`config.mk`:
```
export PLATFORM = sky130hd
export DESIGN_NAME = psnd_fifo
export DESIGN_NICKNAME = d
export VERILOG_FILES = /design/src/point_segment_nearest_distance_defines.svh /design/src/psnd_pkg.sv /design/src/psnd_fifo.sv
export SDC_FILE = /design/constraint.sdc
export NUM_CORES = 2
export LEC_CHECK = 0
export BUFFER_PORTS_ARGS = -buffer_cell sky130_fd_sc_hd__clkbuf_2
export CAP_MARGIN = 20
export CELL_PAD_IN_SITES_DETAIL_PLACEMENT = 0
export CELL_PAD_IN_SITES_GLOBAL_PLACEMENT = 1
export CORE_ASPECT_RATIO = 1.5
export CORE_MARGIN = 2
export CORE_UTILIZATION = 58
export DETAILED_ROUTE_END_ITERATION = 10
export MAX_ROUTING_LAYER = met4
export PLACE_DENSITY_LB_ADDON = 0.1
export SYNTH_ARGS = -nofsm -noshare
export SYNTH_HDL_FRONTEND = slang
export SYNTH_SLANG_ARGS = --single-unit
```
`constraint.sdc`:
```
create_clock -name clk -period 40.8 [get_ports clk]
set_input_delay 4.08 -clock clk [delete_from_list [all_inputs] [get_ports clk]]
set_output_delay 4.08 -clock clk [all_outputs]
set_load 0.005 [all_outputs]
```
`src/point_segment_nearest_distance_defines.svh`:
```
// Assertion helpers for the nearest-point block.
`ifndef POINT_SEGMENT_NEAREST_DISTANCE_DEFINES_SVH
`define POINT_SEGMENT_NEAREST_DISTANCE_DEFINES_SVH
`ifndef SYNTHESIS
`define PSND_ASSERT_HOLDS(label, cond, msg) \
	label: assert property (@(posedge clk) disable iff (!arst_n) (cond)) else $error(msg);
`define PSND_ASSERT_IMPLIES(label, ante, cons, msg) \
	label: assert property (@(posedge clk) disable iff (!arst_n) (ante) |-> (cons)) else $error(msg);
`else
`define PSND_ASSERT_HOLDS(label, cond, msg)
`define PSND_ASSERT_IMPLIES(label, ante, cons, msg)
`endif
`endif

```
`src/psnd_pkg.sv`:
```
package psnd_pkg;

	// Fraction bits of the projection parameter.
	localparam int LAMBDA_BITS = 24;
	localparam int LAM_W = LAMBDA_BITS + 1;

	// Datapath widths.
	localparam int COORD_W = 32;
	localparam int DIFF_W = COORD_W + 1;
	localparam int PROD_W = 2 * DIFF_W;
	localparam int DEN_W = PROD_W - 1;
	localparam int REM_W = DEN_W + 1;
	localparam int DIST_W = 33;
	localparam int RAD_W = DEN_W;
	localparam int SQT_W = RAD_W + 2;
	localparam int PW = DIFF_W + LAM_W + 1;
	localparam logic signed [PW-1:0] ROUND_HALF = (PW)'(1) << (LAMBDA_BITS - 1);

	// Queue between the front and the back part.
	localparam int FIFO_DEPTH = 8;
	localparam int FIFO_AW = $clog2(FIFO_DEPTH);
	localparam int FIFO_CW = FIFO_AW + 1;

	// Configuration port.
	localparam int CFG_IDX_W = 8;
	typedef enum logic [CFG_IDX_W-1:0] {
		REG_END1_X = 8'd0,
		REG_END1_Y = 8'd1,
		REG_END2_X = 8'd2,
		REG_END2_Y = 8'd3
	} cfg_reg_t;

	typedef enum logic [1:0] {
		CLAMP_INTERIOR = 2'd0,
		CLAMP_END2 = 2'd1,
		CLAMP_END1 = 2'd2,
		CLAMP_DEGEN = 2'd3
	} clamp_t;

	typedef struct packed {
		logic signed [COORD_W-1:0] end1_x;
		logic signed [COORD_W-1:0] end1_y;
		logic signed [COORD_W-1:0] end2_x;
		logic signed [COORD_W-1:0] end2_y;
	} seg_t;

	// One classified request as it waits in the queue.
	typedef struct packed {
		logic signed [COORD_W-1:0] px;
		logic signed [COORD_W-1:0] py;
		clamp_t code;
		logic [DEN_W-1:0] num;
		logic [DEN_W-1:0] den;
	} work_t;

	typedef struct packed {
		logic [FIFO_CW-1:0] count;
		logic pop;
	} fifo_stat_t;

endpackage

```
`src/psnd_fifo.sv`:
```
module psnd_fifo (
	input logic clk,
	input logic arst_n,
	input logic push,
	input psnd_pkg::work_t push_item,
	input logic pop,
	output psnd_pkg::work_t head,
	output logic head_valid,
	output psnd_pkg::fifo_stat_t stat
);

	psnd_pkg::work_t mem_q [psnd_pkg::FIFO_DEPTH];
	logic [psnd_pkg::FIFO_AW-1:0] wr_ptr_q, rd_ptr_q;
	logic [psnd_pkg::FIFO_CW-1:0] count_q;

	// Pointers and fill count.
	always_ff @(posedge clk or negedge arst_n) begin
		if (!arst_n) begin
			wr_ptr_q <= '0;
			rd_ptr_q <= '0;
			count_q <= '0;
		end else begin
			if (push) begin
				wr_ptr_q <= wr_ptr_q + 1'b1;
			end
			if (pop) begin
				rd_ptr_q <= rd_ptr_q + 1'b1;
			end
			unique case ({push, pop})
				2'b10: count_q <= count_q + 1'b1;
				2'b01: count_q <= count_q - 1'b1;
				default: count_q <= count_q;
			endcase
		end
	end

	// Storage.
	always_ff @(posedge clk) begin
		if (push) begin
			mem_q[wr_ptr_q] <= push_item;
		end
	end

	assign head = mem_q[rd_ptr_q];
	assign head_valid = count_q != '0;
	assign stat.count = count_q;
	assign stat.pop = pop;

endmodule

```
==> metrics <==
result of the run completed; Starting Density about three fifths; net count reported at finish 3008; Setup Skew 0.0201 ns; layout cell share with drive strength beyond 1 34.1%; post-layout min period 9.46 ns; wire length of the first global-routing pass 179000 um; Worst Setup Slack, final 31.34 ns; number of max-capacitance violations reported 0; Setup Total Neg Slack 0 ns; number of failing hold endpoints at the final stage 0; number of cells on the worst reg-to-reg path 5; number of storage elements in the synthesis netlist 1578; Critical Path, Cell by Cell buf_4, buf_4, buf_4, mux4_1, mux2_2, clkbuf_2; FF-to-FF End mem_q[7][73]; Final Util 65.9%; Initial DRC Count around 1900; startpoint of the worst hold path count_q[3]; post-detailed-placement half-perimeter wirelength 68200 um; area share of the largest cell type after synthesis 78.0%; Leak Pwr 22.9 nW; Worst Hold Path EP count_q[3]; via count of the first global-routing pass 27700; Vias per Instance 6.05; unrepaired setup endpoints after global routing false; count of cell types in the netlist 25; crit-path max FO 78; number of antenna violations at the first check in global routing 28; Top Family by Delay on Critical Path buffers and inverters; number of top-level pins about 400; most used cell along the critical path buf_4; buffer levels on the longest clock path 3; setup repair bufs after CTS 0; Mapped Area ~0.060 sq mm; post-synthesis area per instance 26.0 sq um; critical path data required time 36.72 ns; worst stage delay on the critical path 0.93 ns; synth-to-layout area growth 13.2%; max_slew headroom about a quarter; peak supply drop 0.0525 mV; total iterations of the first detailed-routing run 4; number of endpoints failing setup at the final stage 0; Final period util approximately 23%; kind of end point of the critical path output pin; # hold bufs at CTS 0; number of remaining DRC errors 0; sort of element at the start of the critical path flop; total of buffers placed on input and output ports 401; dpl ws 32.06 ns; Floorplan Core Area 0.104 sq mm; cell chosen for the clock root clkbuf_16; GPL Wtd Cong 0.758; worst hold path stage count 1; Critical path buffers and inverters 4; Clock Sinks 1578; die extent in y 399 um; via count about 26000; number of rows in the core area roughly 150; max frequency around 0.11 GHz; number of resized instances in the post-cts repair step 0; number of warnings issued by yosys 0; share of the yosys chip area belonging to registers 78.4%; Die ar. 0.107 sq mm; number of buffers added by the clock tree synthesis step between 100 and 150; minimum hold slack 0.493 ns; Setup Crit Path Kind flop to output pin; Routed WL per cell about 28 um; register-to-register setup slack between 30 and 40 ns; Antenna Nets Post-Route 0; final wirelength 122000 um; power density relative to cell area 69.4 mW/mm^2; arrival time of the worst setup path 5.38 ns; Synth Instances 2320; path class of the lowest-slack min-delay path flop to flop; clock slew seen by the registers of the worst setup and hold paths 0.06 ns; width of the chip between 200 and 300 um; grt ovf 0; GRT Total Usage between 20 and 25%; Clk Latency, worst-skew pair around 0.75 ns; maximum number of pins on one net before global-route repair between 100 and 150; slew at the pin with the worst max-slew slack around 1.1 ns; master of the slowest instance on the critical path dfrtp_4; number of pins with negative max-slew slack in the final report 0; post-synthesis cell type with the largest combined area edfxtp_1; nets in the synthesized netlist 2525; Area contributors post-synth edfxtp_1 (78%), mux4_1 (11%), mux4_2 (5.4%), mux2_2 (3.7%), buf_6 (0.71%); CTS tree done; Reg2Reg Launch Point wr_ptr_q[0]; maximum level of the CTS H-tree 4
## layout make-up
class                   instances  area (sq um)
well taps                    1396          1750
clock inverters                74           642
multi-input cells             630         12300
diodes                         27          67.6
fillers                      6788         35400
inverters                       1          3.75
flip-flops and latches       1578         47300
clock buffers                 180          3780
repair buffers                449          2440
## layout by cell type, fill, tap and decap left out, types with 3 or more instances in the layout
cell type / count
diode_2: 27
clkbuf_16: 146
buf_12: 3
clkinv_1: 30
mux2_2: 199
nor2_4: 6
clkinv_2: 18
mux4_2: 144
clkinv_8: 3
ha_1: 5
clkbuf_2: 401
dfrtp_4: 3
nor2b_1: 3
bufinv_16: 8
clkbuf_1: 34
nand2_1: 4
dfrtp_1: 7
xor2_1: 6
xnor2_1: 3
nand2b_1: 3
inv_6: 8
mux4_1: 248
edfxtp_1: 1568
clkinvlp_4: 3
buf_4: 43
## through the flow
stage,cells,power [mW],area [sq um]
2_1_floorplan,2320,3.09,60400
3_3_place_gp,4052,3.49,63800
3_5_place_dp,4053,3.53,63800
4_1_cts,4307,4.81,68300
5_1_grt,4335,4.94,68400
6_report,4335,4.74,68400
## per-layer routing
layer / wire length, um / share of wire (%) / up-vias / track usage [%]
met5: 0 / 0 / - / -
met1: 48700 / 40 / 14100 / 29.7
li1: - / - / 11200 / -
met2: 61900 / 51 / 683 / 38.7
met4: 2610 / 2.1 / 0 / 7.29
met3: 9200 / 7.5 / 173 / 7.39
## power breakdown
part | internal [mW] | switching [mW] | leakage, nW
clock | 0.711 | 0.567 | 2.16
sequential | 2.03 | 0.0671 | 14.4
combinational | 0.656 | 0.708 | 6.35
total | 3.40 | 1.34 | 22.9
## Yosys cell counts, drive strengths merged
| cell | instances |
|---|---|
| nor2 | 7 |
| or4 | 1 |
| clkbuf | 37 |
| mux4 | 392 |
| dfrtp | 10 |
| nand2 | 4 |
| o32ai | 1 |
| nor2b | 3 |
| edfxtp | 1568 |
| xnor2 | 3 |
| inv | 1 |
| mux2 | 199 |
| nand2b | 3 |
| or3 | 1 |
| a31oi | 1 |
| ha | 5 |
| a21oi | 2 |
| xor2 | 6 |
| buf | 74 |
| nor3 | 2 |
## state kept, by name, indices dropped and copies added (netlist names)
| name | cells |
|---|---|
| mem_q | 1568 |
| wr_ptr_q | 3 |
| count_q | 4 |
| rd_ptr_q | 3 |
## how the worst max path moves through the flow
| stage | start | end | slack [ns] | cells past startpoint |
|---|---|---|---|---|
| floorplan | push | mem_q[0][0] | 22.44 | 2 |
| global placement | rd_ptr_q[1] | head[9] | 32.20 | 6 |
| detailed placement | rd_ptr_q[1] | head[6] | 32.06 | 6 |
| CTS | rd_ptr_q[1] | head[9] | 31.22 | 6 |
| global route | rd_ptr_q[1] | head[86] | 31.04 | 6 |
| finish | rd_ptr_q[1] | head[86] | 31.34 | 6 |
## cell families (layout without fill, tap and decap cells)
family / after synthesis / count (layout) / share of synthesized area [%]
simple gates: 21 / 21 / 0.170
mux: 591 / 591 / 19.9
other cells: 0 / 27 / 0
compound gates: 4 / 4 / 0.0415
flops: 1578 / 1578 / 78.4
buf+inv: 112 / 704 / 1.27
xor+xnor: 9 / 9 / 0.131
fa+ha+maj: 5 / 5 / 0.104
No activity file was read; power rests on OpenSTA's default activity.
